$ cat src/hw/rtl/sfir_pkg.sv
// Package for the symmetric FIR filter: word types, sequencer states and constants.
// Used by sfir_ctl, sfir_mac and the top level; has no dependencies of its own.
package sfir_pkg;

    localparam int unsigned NCOEF        = 8;
    localparam int unsigned COEF_W       = 16;
    localparam int unsigned SAMPLE_W     = 16;
    localparam int unsigned ACC_W        = 32;
    localparam int unsigned SLOT_W       = 4;
    localparam int unsigned STEP_W       = 3;
    localparam int unsigned CFG_IDX_W    = 3;
    localparam int unsigned TAPS_DEF     = 16;
    localparam int unsigned CHANNELS_DEF = 2;

    typedef struct packed {
        logic                       channel;
        logic signed [SAMPLE_W-1:0] sample;
    } t_in;

    typedef struct packed {
        logic                       out_channel;
        logic signed [SAMPLE_W-1:0] filtered;
    } t_out;

    typedef enum logic [1:0] {
        ST_IDLE,
        ST_RUN,
        ST_DRAIN,
        ST_PUSH
    } t_state;

    typedef struct packed {
        logic              valid;
        logic              first;
        logic              middle;
        logic              last;
        logic              va;
        logic              vb;
        logic [STEP_W-1:0] k;
    } t_step;

    function automatic logic signed [COEF_W-1:0] coef_reset(input int unsigned idx);
        logic signed [COEF_W-1:0] v;
        case (idx)
            0: v = 16'sd0;
            1: v = 16'sd12;
            2: v = -16'sd108;
            3: v = -16'sd708;
            4: v = -16'sd924;
            5: v = 16'sd2588;
            6: v = 16'sd11568;
            7: v = 16'sd20336;
            default: v = 16'sd0;
        endcase
        return v;
    endfunction

endpackage

$ cat src/hw/rtl/sfir_ram.sv
// Generic synchronous RAM with one write port and two registered read ports.
// No dependencies.
module sfir_ram #(
    parameter int unsigned WIDTH = 16,
    parameter int unsigned DEPTH = 32
) (
    input  logic                     i_clk,
    input  logic                     i_we,
    input  logic [$clog2(DEPTH)-1:0] i_waddr,
    input  logic [WIDTH-1:0]         i_wdata,
    input  logic [$clog2(DEPTH)-1:0] i_raddr_a,
    input  logic [$clog2(DEPTH)-1:0] i_raddr_b,
    output logic [WIDTH-1:0]         o_rdata_a,
    output logic [WIDTH-1:0]         o_rdata_b
);

    logic [WIDTH-1:0] r_mem [DEPTH];

    always_ff @(posedge i_clk) begin
        if (i_we) begin
            r_mem[i_waddr] <= i_wdata;
        end
        o_rdata_a <= r_mem[i_raddr_a];
        o_rdata_b <= r_mem[i_raddr_b];
    end

endmodule

$ cat src/hw/rtl/sfir_ctl.sv
// Sequencer: input handshake, circular delay-line pointers and fill counts,
// RAM addressing and the per-pair step stream. Depends on sfir_pkg.
module sfir_ctl #(
    parameter int unsigned TAPS     = sfir_pkg::TAPS_DEF,
    parameter int unsigned CHANNELS = sfir_pkg::CHANNELS_DEF
) (
    input  logic                               i_clk,
    input  logic                               i_rst_n,
    input  logic                               i_valid,
    output logic                               o_ready,
    input  logic                               i_channel,
    input  logic                               i_out_free,
    input  logic                               i_done,
    output logic                               o_load,
    output logic                               o_we,
    output logic [$clog2(CHANNELS*16)-1:0]     o_waddr,
    output logic [$clog2(CHANNELS*16)-1:0]     o_raddr_a,
    output logic [$clog2(CHANNELS*16)-1:0]     o_raddr_b,
    output sfir_pkg::t_step                    o_step
);

    localparam int unsigned ADDR_W = $clog2(CHANNELS * 16);
    localparam int unsigned CH_W   = (CHANNELS > 1) ? $clog2(CHANNELS) : 1;
    localparam int unsigned HALF   = (TAPS + 1) / 2;
    localparam bit          ODD    = (TAPS % 2) == 1;
    localparam bit          MULTI  = CHANNELS > 1;
    localparam logic [sfir_pkg::SLOT_W-1:0] OLDEST = sfir_pkg::SLOT_W'(TAPS - 1);
    localparam logic [sfir_pkg::STEP_W-1:0] LAST_K = sfir_pkg::STEP_W'(HALF - 1);

    sfir_pkg::t_state r_state, n_state;
    logic [sfir_pkg::STEP_W-1:0] r_k;
    logic                        r_ch;
    logic [sfir_pkg::SLOT_W-1:0] r_ptr  [CHANNELS];
    logic [sfir_pkg::SLOT_W-1:0] r_fill [CHANNELS];

    logic                        accept;
    logic                        in_ch;
    logic [CH_W-1:0]             in_idx;
    logic [CH_W-1:0]             run_idx;
    logic [sfir_pkg::SLOT_W-1:0] age_a;
    logic [sfir_pkg::SLOT_W-1:0] age_b;
    logic [sfir_pkg::SLOT_W-1:0] slot_a;
    logic [sfir_pkg::SLOT_W-1:0] slot_b;

    assign accept  = i_valid && o_ready;
    assign in_ch   = i_channel & MULTI;
    assign in_idx  = CH_W'(in_ch);
    assign run_idx = CH_W'(r_ch);

    assign age_a  = {1'b0, r_k};
    assign age_b  = OLDEST - {1'b0, r_k};
    assign slot_a = r_ptr[run_idx] - age_a;
    assign slot_b = r_ptr[run_idx] - age_b;

    assign o_we      = accept;
    assign o_waddr   = ADDR_W'({in_ch, r_ptr[in_idx]});
    assign o_raddr_a = ADDR_W'({r_ch, slot_a});
    assign o_raddr_b = ADDR_W'({r_ch, slot_b});

    always_comb begin
        o_step.valid  = (r_state == sfir_pkg::ST_RUN);
        o_step.first  = (r_k == '0);
        o_step.last   = (r_k == LAST_K);
        o_step.middle = ODD && (r_k == LAST_K);
        o_step.va     = (age_a <= r_fill[run_idx]);
        o_step.vb     = (age_b <= r_fill[run_idx]);
        o_step.k      = r_k;
    end

    always_comb begin
        n_state = r_state;
        o_ready = 1'b0;
        o_load  = 1'b0;
        case (r_state)
            sfir_pkg::ST_IDLE: begin
                o_ready = 1'b1;
                if (i_valid) begin
                    n_state = sfir_pkg::ST_RUN;
                end
            end
            sfir_pkg::ST_RUN: begin
                if (r_k == LAST_K) begin
                    n_state = sfir_pkg::ST_DRAIN;
                end
            end
            sfir_pkg::ST_DRAIN: begin
                if (i_done) begin
                    if (i_out_free) begin
                        o_load  = 1'b1;
                        n_state = sfir_pkg::ST_IDLE;
                    end else begin
                        n_state = sfir_pkg::ST_PUSH;
                    end
                end
            end
            sfir_pkg::ST_PUSH: begin
                if (i_out_free) begin
                    o_load  = 1'b1;
                    n_state = sfir_pkg::ST_IDLE;
                end
            end
            default: begin
                n_state = sfir_pkg::ST_IDLE;
            end
        endcase
    end

    always_ff @(posedge i_clk) begin
        if (!i_rst_n) begin
            r_state <= sfir_pkg::ST_IDLE;
            r_k     <= '0;
            r_ch    <= 1'b0;
            for (int c = 0; c < CHANNELS; c++) begin
                r_ptr[c]  <= '0;
                r_fill[c] <= '0;
            end
        end else begin
            r_state <= n_state;
            if (accept) begin
                r_k  <= '0;
                r_ch <= in_ch;
            end else if (r_state == sfir_pkg::ST_RUN) begin
                r_k <= r_k + 1'b1;
                if (r_k == LAST_K) begin
                    r_ptr[run_idx] <= r_ptr[run_idx] + 1'b1;
                    if (r_fill[run_idx] != '1) begin
                        r_fill[run_idx] <= r_fill[run_idx] + 1'b1;
                    end
                end
            end
        end
    end

    a_accept_starts_run: assert property (@(posedge i_clk) disable iff (!i_rst_n)
        (i_valid && o_ready) |=> (r_state == sfir_pkg::ST_RUN))
        else $error("Accepted word did not start the pair sequence.");

    a_load_needs_room: assert property (@(posedge i_clk) disable iff (!i_rst_n)
        o_load |-> i_out_free)
        else $error("Result loaded while the output register was occupied.");

    a_last_step_ends_run: assert property (@(posedge i_clk) disable iff (!i_rst_n)
        (o_step.valid && o_step.last) |=> (r_state == sfir_pkg::ST_DRAIN))
        else $error("Pair sequence did not end after its last step.");

    a_no_accept_while_busy: assert property (@(posedge i_clk) disable iff (!i_rst_n)
        o_step.valid |-> !o_ready)
        else $error("Input taken while a word is still being filtered.");

endmodule

$ cat src/hw/rtl/sfir_mac.sv
// Folded-pair datapath: pre-add of mirrored taps, shared multiplier and the
// wrapping 32-bit accumulator. Depends on sfir_pkg.
module sfir_mac (
    input  logic                                           i_clk,
    input  logic                                           i_rst_n,
    input  logic                                           i_start,
    input  sfir_pkg::t_step                                i_step,
    input  logic signed [sfir_pkg::SAMPLE_W-1:0]           i_sample,
    input  logic [sfir_pkg::SAMPLE_W-1:0]                  i_rdata_a,
    input  logic [sfir_pkg::SAMPLE_W-1:0]                  i_rdata_b,
    input  logic [sfir_pkg::NCOEF-1:0][sfir_pkg::COEF_W-1:0] i_coef,
    output logic                                           o_done,
    output logic signed [sfir_pkg::SAMPLE_W-1:0]           o_result
);

    localparam int unsigned PAIR_W = sfir_pkg::SAMPLE_W + 1;
    localparam int unsigned PROD_W = PAIR_W + sfir_pkg::COEF_W;

    sfir_pkg::t_step r_s1;
    logic            r_p_valid;
    logic            r_p_last;
    logic            r_m_valid;
    logic            r_m_last;
    logic            r_done;

    logic signed [PAIR_W-1:0]            r_pair;
    logic signed [sfir_pkg::COEF_W-1:0]  r_coef;
    logic signed [sfir_pkg::ACC_W-1:0]   r_prod;
    logic signed [sfir_pkg::ACC_W-1:0]   r_acc;

    logic signed [sfir_pkg::SAMPLE_W-1:0] tap_a;
    logic signed [sfir_pkg::SAMPLE_W-1:0] tap_b;
    logic signed [PAIR_W-1:0]             pair;
    logic signed [PROD_W-1:0]             prod;

    always_comb begin
        if (r_s1.first) begin
            tap_a = i_sample;
        end else if (r_s1.va) begin
            tap_a = i_rdata_a;
        end else begin
            tap_a = '0;
        end
        tap_b = r_s1.vb ? i_rdata_b : '0;
        if (r_s1.middle) begin
            pair = PAIR_W'(tap_a);
        end else begin
            pair = PAIR_W'(tap_a) + PAIR_W'(tap_b);
        end
        prod = PROD_W'(r_pair) * PROD_W'(r_coef);
    end

    always_ff @(posedge i_clk) begin
        if (!i_rst_n) begin
            r_s1      <= '0;
            r_p_valid <= 1'b0;
            r_p_last  <= 1'b0;
            r_m_valid <= 1'b0;
            r_m_last  <= 1'b0;
            r_done    <= 1'b0;
        end else begin
            r_s1      <= i_step;
            r_p_valid <= r_s1.valid;
            r_p_last  <= r_s1.valid && r_s1.last;
            r_m_valid <= r_p_valid;
            r_m_last  <= r_p_last;
            r_done    <= r_m_valid && r_m_last;
        end
    end

    always_ff @(posedge i_clk) begin
        r_pair <= pair;
        r_coef <= i_coef[r_s1.k];
        r_prod <= prod[sfir_pkg::ACC_W-1:0];
        if (i_start) begin
            r_acc <= '0;
        end else if (r_m_valid) begin
            r_acc <= r_acc + r_prod;
        end
    end

    assign o_done   = r_done;
    assign o_result = r_acc[sfir_pkg::ACC_W-1:sfir_pkg::ACC_W-sfir_pkg::SAMPLE_W];

    a_done_single: assert property (@(posedge i_clk) disable iff (!i_rst_n)
        r_done |=> !r_done)
        else $error("Accumulator finished twice for one word.");

    a_done_after_last: assert property (@(posedge i_clk) disable iff (!i_rst_n)
        r_done |-> $past(r_m_valid && r_m_last))
        else $error("Done raised without a final product.");

    a_no_start_mid_sum: assert property (@(posedge i_clk) disable iff (!i_rst_n)
        i_start |-> !(r_p_valid || r_m_valid))
        else $error("New word started while products were still in flight.");

endmodule

$ cat src/hw/rtl/symmetric_fir_filter_top.sv
// Top level of the two-channel symmetric FIR filter: coefficient registers,
// input and output word registers. Depends on sfir_pkg, sfir_ram, sfir_ctl and sfir_mac.
//
//   Port group   Direction  Handshake         Word
//   input        in         i_valid/o_ready   i_data (channel, sample)
//   result       out        o_valid/i_ready   o_data (out_channel, filtered)
//   config       in         i_cfg_we          i_cfg_idx, i_cfg_wdata
//
// Each word is filtered with one delay-line RAM read pair and one multiply per folded
// pair before its result is loaded. The next word is accepted in the cycle after the
// load at the earliest, so a new word is not taken before the last one is loaded.
// Reset clears the pointers, fill counts and handshake state.
// A stalled result waits in the output register while the next word is accepted.
module symmetric_fir_filter_top #(
    parameter int unsigned TAPS     = sfir_pkg::TAPS_DEF,
    parameter int unsigned CHANNELS = sfir_pkg::CHANNELS_DEF
) (
    input  logic                              i_clk,
    input  logic                              i_rst_n,
    input  logic                              i_valid,
    output logic                              o_ready,
    input  sfir_pkg::t_in                     i_data,
    output logic                              o_valid,
    input  logic                              i_ready,
    output sfir_pkg::t_out                    o_data,
    input  logic                              i_cfg_we,
    input  logic [sfir_pkg::CFG_IDX_W-1:0]    i_cfg_idx,
    input  logic [sfir_pkg::COEF_W-1:0]       i_cfg_wdata
);

    localparam int unsigned DEPTH  = CHANNELS * 16;
    localparam int unsigned ADDR_W = $clog2(DEPTH);

    logic [sfir_pkg::NCOEF-1:0][sfir_pkg::COEF_W-1:0] r_coef;
    logic                                  r_in_channel;
    logic signed [sfir_pkg::SAMPLE_W-1:0]  r_sample;
    logic                                  r_out_valid;
    sfir_pkg::t_out                        r_out;

    logic                                  accept;
    logic                                  out_free;
    logic                                  load;
    logic                                  done;
    logic signed [sfir_pkg::SAMPLE_W-1:0]  result;
    logic                                  we;
    logic [ADDR_W-1:0]                     waddr;
    logic [ADDR_W-1:0]                     raddr_a;
    logic [ADDR_W-1:0]                     raddr_b;
    logic [sfir_pkg::SAMPLE_W-1:0]         rdata_a;
    logic [sfir_pkg::SAMPLE_W-1:0]         rdata_b;
    sfir_pkg::t_step                       step;

    assign accept   = i_valid && o_ready;
    assign out_free = !r_out_valid || i_ready;
    assign o_valid  = r_out_valid;
    assign o_data   = r_out;

    always_ff @(posedge i_clk) begin
        if (!i_rst_n) begin
            for (int i = 0; i < sfir_pkg::NCOEF; i++) begin
                r_coef[i] <= sfir_pkg::coef_reset(i);
            end
            r_out_valid <= 1'b0;
        end else begin
            if (i_cfg_we) begin
                r_coef[i_cfg_idx] <= i_cfg_wdata;
            end
            if (load) begin
                r_out_valid <= 1'b1;
            end else if (i_ready) begin
                r_out_valid <= 1'b0;
            end
        end
    end

    always_ff @(posedge i_clk) begin
        if (accept) begin
            r_in_channel <= i_data.channel;
            r_sample     <= i_data.sample;
        end
        if (load) begin
            r_out.out_channel <= r_in_channel;
            r_out.filtered    <= result;
        end
    end

    sfir_ctl #(
        .TAPS     (TAPS),
        .CHANNELS (CHANNELS)
    ) u_ctl (
        .i_clk      (i_clk),
        .i_rst_n    (i_rst_n),
        .i_valid    (i_valid),
        .o_ready    (o_ready),
        .i_channel  (i_data.channel),
        .i_out_free (out_free),
        .i_done     (done),
        .o_load     (load),
        .o_we       (we),
        .o_waddr    (waddr),
        .o_raddr_a  (raddr_a),
        .o_raddr_b  (raddr_b),
        .o_step     (step)
    );

    sfir_ram #(
        .WIDTH (sfir_pkg::SAMPLE_W),
        .DEPTH (DEPTH)
    ) u_ram (
        .i_clk     (i_clk),
        .i_we      (we),
        .i_waddr   (waddr),
        .i_wdata   (i_data.sample),
        .i_raddr_a (raddr_a),
        .i_raddr_b (raddr_b),
        .o_rdata_a (rdata_a),
        .o_rdata_b (rdata_b)
    );

    sfir_mac u_mac (
        .i_clk     (i_clk),
        .i_rst_n   (i_rst_n),
        .i_start   (accept),
        .i_step    (step),
        .i_sample  (r_sample),
        .i_rdata_a (rdata_a),
        .i_rdata_b (rdata_b),
        .i_coef    (r_coef),
        .o_done    (done),
        .o_result  (result)
    );

    a_out_held: assert property (@(posedge i_clk) disable iff (!i_rst_n)
        (r_out_valid && !i_ready) |=> (r_out_valid && $stable(r_out)))
        else $error("Pending result changed before it was taken.");

    a_done_has_room: assert property (@(posedge i_clk) disable iff (!i_rst_n)
        load |-> !(r_out_valid && !i_ready))
        else $error("Result overwrote a pending word.");

    a_one_result: assert property (@(posedge i_clk) disable iff (!i_rst_n)
        accept |=> !load)
        else $error("Result loaded in the cycle after acceptance.");

endmodule
$ cat config.mk
export PLATFORM = sky130hd
export DESIGN_NAME = symmetric_fir_filter_top
export DESIGN_NICKNAME = d
export VERILOG_FILES = /design/src/hw/rtl/sfir_pkg.sv /design/src/hw/rtl/sfir_ram.sv /design/src/hw/rtl/sfir_ctl.sv /design/src/hw/rtl/sfir_mac.sv /design/src/hw/rtl/symmetric_fir_filter_top.sv
export SDC_FILE = /design/constraint.sdc
export NUM_CORES = 2
export LEC_CHECK = 0
export ABC_AREA = 1
export ABC_CLOCK_PERIOD_IN_PS = 6630
export BUFFER_PORTS_ARGS = -buffer_cell sky130_fd_sc_hd__buf_2
export CORE_MARGIN = 5
export CORE_UTILIZATION = 50
export DETAILED_ROUTE_END_ITERATION = 12
export PLACE_DENSITY_LB_ADDON = 0.3
export SYNTH_ARGS = -nofsm -noshare
export SYNTH_HDL_FRONTEND = slang
export SYNTH_HIERARCHICAL = 1
export SYNTH_SLANG_ARGS = --single-unit
$ cat constraint.sdc
create_clock -name i_clk -period 6.63 [get_ports i_clk]
set_input_delay 0.663 -clock i_clk [delete_from_list [all_inputs] [get_ports i_clk]]
set_output_delay 0.663 -clock i_clk [all_outputs]
set_load 0.02 [all_outputs]
======== Yosys cells after proc, flatten, opt, wreduce, memory -nomap -nowiden ========
Memories as Yosys holds them, arrays and structs flattened. A register that Yosys moved wholly into a read port is not among the register bits.
Index checks and enable logic that the tools add are counted.
cells by class
  magnitude comparators ................... 5
  add/subtract/negate cells ............... 8
  equality and inequality tests ........... 9
  div/mod/pow operators ................... 0
  bitwise logic cells ..................... 1
  $mul .................................... 1
  reductions and logical operators ........ 13
  muxes and demuxes ....................... 45
  shift operators ......................... 0
operator list
  cell                   number
  $bwmux W128            1
  $mux W16               5
  $bmux W16 S3           1
  $demux W16 S3          1
  $add A32 B32 Y32       1
  $mul A17 B16 Y32       1
  $mux W1                27
  $add A16 B16 Y17       1
  $mux W17               1
  $mux W2                5
  $add A4 B1 Y4 const B  2
  $lt A3 B4 Y1 const B   2
  $mux W4                2
  $pmux W2 S4            1
  $reduce_or A4 Y1       2
  $ne A2 B2 Y1 const B   3
  $eq A2 B2 Y1 const B   2
  $le A3 B4 Y1           1
  $le A4 B4 Y1           1
  $logic_and A1 B1 Y1    4
  $ne A4 B4 Y1 const B   1
  $reduce_and A4 Y1      1
  $sub A4 B3 Y4          1
  $sub A4 B3 Y4 const A  1
  other kinds (14)       14
word-level totals
  bits in registers ....................... 279
  ROM bits ................................ 0
  memories kept ........................... 3
  bits in writable memories ............... 528
  output and inout bits ................... 19
  latch bits .............................. 0
memories
  memory        depth  bits a word  rd ports  clocked after memory_dff  write ports  line            text
  u_ram.r_mem   32     16           2         2                         1            sfir_ram.sv:17  logic [WIDTH-1:0] r_mem [DEPTH];
  u_ctl.r_fill  2      4            1         1                         2            sfir_ctl.sv:34  logic [sfir_pkg::SLOT_W-1:0] r_fill [CHANNELS];
  u_ctl.r_ptr   2      4            2         1                         2            sfir_ctl.sv:33  logic [sfir_pkg::SLOT_W-1:0] r_ptr [CHANNELS];

======== Logic depth before layout (Yosys ltp) ========
  depth in word-level cells ............... 9
  gate-level depth with buffers ........... 28

======== By module ========
Netlist, hierarchy kept.
modules (own cells, without submodules)
  module                    sequential area each (µm²)  area an instance (µm²)  cells each  instances
  sfir_ram                  16015.4                     27088.5                 3027        1
  sfir_mac                  2222.1                      18292.5                 2598        1
  symmetric_fir_filter_top  3603.5                      6062.1                  715         1
  sfir_ctl                  620.6                       1667.8                  202         1

======== Worst setup path before layout ========
OpenSTA, ideal clock, no wires.
  kind .................................... flip-flop to flip-flop
  from .................................... register u_mac/r_coef[5] (netlist bit)
  to ...................................... register u_mac/r_prod[30] (netlist bit)
  required time ........................... 6518 ps
  path buffers ............................ 2
  arrival time ............................ 5405 ps
  library setup time ...................... 112 ps
  setup slack ............................. 1113 ps
  cell stages (with the launch flop) ...... 22
  path through ............................ dfxtp_1 clkbuf_1 clkbuf_1 nand2_1 fa_1 inv_1 fa_1 inv_1 fa_1 fa_1 fa_1 fa_1 inv_1 ha_1 a21oi_1 nor2_1 a211oi_1 o21ai_0 a21oi_1 nand2_1 nand2_1 nand2_1
between the ends
  longest elaborated chain between the ends .. 1
RTL lines
  what                    line            text
  from (decl)             sfir_mac.sv:27  logic signed [sfir_pkg::COEF_W-1:0] r_coef;
  from (signal assigned)  sfir_mac.sv:73  r_coef <= i_coef[r_s1.k];
  $mul A17 B16 Y32        sfir_mac.sv:50  prod = PROD_W'(r_pair) * PROD_W'(r_coef);
  via u_mac.prod[30]      sfir_mac.sv:34  logic signed [PROD_W-1:0] prod;
  to (signal assigned)    sfir_mac.sv:74  r_prod <= prod[sfir_pkg::ACC_W-1:0];
  to (decl)               sfir_mac.sv:28  logic signed [sfir_pkg::ACC_W-1:0] r_prod;
The timed path passes the listed nets, and every way through them passes these cells.
A chain may end at the register's enable or synchronous reset.

======== Worst setup path after layout ========
  from .................................... register u_mac.r_pair[16]
  to ...................................... register u_mac/r_prod[30] (netlist bit)
between the ends
  longest elaborated chain between the ends .. 1
RTL lines
  what                    line            text
  from (decl)             sfir_mac.sv:26  logic signed [PAIR_W-1:0] r_pair;
  from (signal assigned)  sfir_mac.sv:72  r_pair <= pair;
  $mul A17 B16 Y32        sfir_mac.sv:50
  via u_mac.prod[30]      sfir_mac.sv:34
The timed path passes the listed nets, and every way through them passes these cells.

==> results_dict.tcl <==
set metrics [dict create \
    grt_pass1_vias 43406 \
    ys_seq_elements 841 \
    fp.dieW_um 336 \
    fill_cells 9649 \
    antenna_found_initial 2 \
    drc_errors 0 \
    layout_commonest_cell "nand2_1" \
    start_kind "flop" \
    via_per_inst 5.63 \
    cts.sink_count 841 \
    dp_hpwl_um 98000 \
    fp.dieArea_sq_um 113000 \
    wl_per_cell_um 19.8 \
    cts_max_level 3 \
    setup_tns_ps 0 \
    most-common-layout-cells "nand2_1, nand3_1, inv_1, edfxtp_1, nor2_1" \
    drt_iter0_markers 5172 \
    synth_fp_nets 7003 \
    netlist_top_cells_area "edfxtp_1, nand2_1, dfxtp_1" \
    synth_cells 6542 \
    synth_top_area_share 0.318 \
    path_max_fanout 16 \
    ios 60 \
    synth_area_sq_um 53100 \
    dieHeight_um 336 \
    reg2reg_setup_slack_ps 640 \
    worstSetupPathType "flop to flop" \
    cts_buffer_depth 3 \
    synth_edf_count 562 \
    wl_met3_um 16000 \
    area_delta_synth_final_pct 6.85 \
    highest_layer "met4" \
    place_congestion 0.932 \
    wl_met2_um 70500 \
    synth.avg_cell_area_sq_um 8.12 \
    synthArstFlopShare 0 \
    grt_max_degree 150 \
    wl_met1_um 62300 \
    final-max-slew-violation-count 0 \
    max_slew_margin 0.142 \
    end_kind "flop" \
    ctsHoldBuffers 0 \
    period_minus_slack_ps 5990 \
    worst_path_most_repeated_cell "fa_1" \
    fmax_ghz 0.167 \
    drt_wl_total_um 156000 \
    cts_resized 0 \
    ant_nets 0 \
    clock_skew_ps 49.1 \
    cp_data_required_time_ps 7210 \
    drtPass1Iterations 8 \
    postCtsSetupBuffers 0 \
    dp_slack_ps 671 \
    setup_viol 0 \
    ys_warn_count 6 \
    crit_path_top_delay_cell "fa_1" \
    grt_pass1_wl_um 241000 \
    slowest_delay_ps 810 \
    yosysSeqAreaShare 0.423 \
    grt.total_usage 0.272 \
    ir_drop_mv 0.279 \
    numCtsBuffers 95 \
    maxCapViolCount 0 \
    run_status "completed" \
    arrival_ps 6570 \
    crit_path_cell_trace "nand2_1 -> fa_1 -> inv_1 -> fa_1 -> inv_1 -> fa_1 -> fa_1 -> fa_1 -> fa_1 -> inv_1 -> ha_1 -> a21oi_1 -> nor2_1 -> a211oi_1 -> o21ai_0 -> a21oi_1 -> nand2_1 -> nand2_1 -> nand2_1" \
    clk_pin_slew_ps 60 \
    synth_flop_cell "edfxtp_1" \
    num_rows 119 \
    cts_tree "yes" \
    hold_viol 0 \
    cts_root_buf "clkbuf_16" \
    core_sq_um 105000 \
    synth_cell_types 52 \
    start_util 0.504 \
    yosysTopAreaCell "edfxtp_1" \
    portBuffers 59 \
    hold_class "input pin to flop" \
    clock_latency_ps 710 \
    overflow 0 \
    rsz0062_at_grt "false" \
    drive_gt1_frac 0.0629 \
    leakage_nw 26.2 \
    worst_slew_pin_slew_ps 1290 \
    finalCritPeriodShare 0.903 \
    via_count 44309 \
    fin_nets 6851 \
    power_per_cell_area_nw_per_um2 395 \
    worst_slack_ps 642 \
]
## area by class of cell
type                    count  area, sq um  area share
repair buffers            129          861      0.0152
inverters                 698         2650      0.0467
clock inverters            50          510     0.00900
well taps                1391         1740      0.0307
multi-input cells        4625        25800       0.455
diodes                      5         12.5    0.000220
clock buffers             126         2700      0.0476
flip-flops and latches    841        22500       0.396
## power by group
group | internal (mW) | total, mW | switching, mW
combinational | 3.21 | 10.6 | 7.34
clock | 3.12 | 5.35 | 2.23
sequential | 6.06 | 6.54 | 0.480
total | 12.4 | 22.4 | 10.1
## registers in the layout (all words and copies together) (netlist names), 8 cells and up, named ones only
register         count
r_sample            16
u_mac/r_acc         32
o_data              17
u_mac/r_coef        16
u_ram/o_rdata_b     16
u_ctl/r_ptr          8
u_ram/o_rdata_a     16
u_mac/r_prod        32
u_mac/r_pair        17
r_coef             128
u_ram/r_mem        512
u_ctl/r_fill         8
u_mac/r_s1           9
## through the flow
stage / utilization / power (mW) / hold slack, ps / area (sq um) / instances
2_1_floorplan: - / 14.2 / 390 / 53100 / 6542
3_3_place_gp: 0.508 / 16.8 / 396 / 53500 / 7684
3_5_place_dp: 0.508 / 16.9 / 402 / 53500 / 7684
4_1_cts: 0.538 / 22.3 / 200 / 56700 / 7860
5_1_grt: 0.538 / 23.9 / 227 / 56700 / 7862
6_report: 0.538 / 22.4 / 231 / 56700 / 7865
## cells in the mapped netlist (3+ instances only)
cell type and instances:
a211oi_1 3, or2_2 5, buf_1 19, o21ai_2 6, inv_1 687, fa_1 274, xnor2_1 22, dfxtp_1 279
o22ai_1 16, inv_2 9, nand3_2 5, nand2_2 16, o21bai_1 11, a21o_1 8, nand2_4 3, a21boi_0 4
nand3b_1 5, nor3_1 13, nand4_1 18, o21ai_0 128, nor2_4 10, a31oi_1 16, xor2_1 43, clkbuf_1 130
ha_1 146, nor2_2 17, buf_2 84, buf_4 70, a21oi_1 91, o21ai_1 11, nand3_1 985, buf_6 70
nor2_1 474, edfxtp_1 562, buf_12 3, a22o_1 14, nand2_1 2260, nor4_1 3
## logic make-up (layout without fill, tap and decap cells)
| family | Yosys count | count (layout) | synth area share |
|---|---|---|---|
| AOI/OAI and AO/OA | 319 | 319 | 0.0343 |
| xor gates and xnor gates | 65 | 65 | 0.0107 |
| adders and majority gates | 420 | 420 | 0.138 |
| buffers and inverters | 1076 | 1003 | 0.0944 |
| DFF | 841 | 841 | 0.423 |
| other | 1 | 6 | 0.0000706 |
| and+or+nand+nor | 3820 | 3820 | 0.300 |
## worst max-delay path, delay by kind of cell, from the launching register on
family,cells,cell delay [ps]
buffers and inverters,3,230
and+or+nand+nor,5,490
DFF,1,680
adders and majority gates,7,3820
AOI/OAI and AO/OA,4,660
## layer usage
layer  vias to the layer above  track usage
met3                       477       0.0489
met4                         0        0.115
met5                         -            0
li1                      20571            -
met1                     20801        0.367
met2                      2460        0.435
## worst paths after layout
| path | from | to | cells past startpoint |
|---|---|---|---|
| max | u_mac/r_pair[16] | u_mac/r_prod[30] | 19 |
| max reg2reg | u_mac/r_pair[16] | u_mac/r_prod[30] | 19 |
| min reg2reg | u_mac/r_p_valid | u_mac/r_m_valid | 2 |
| min | i_cfg_wdata[15] | r_coef[47] | 3 |
(Power assumes the default switching activity.)
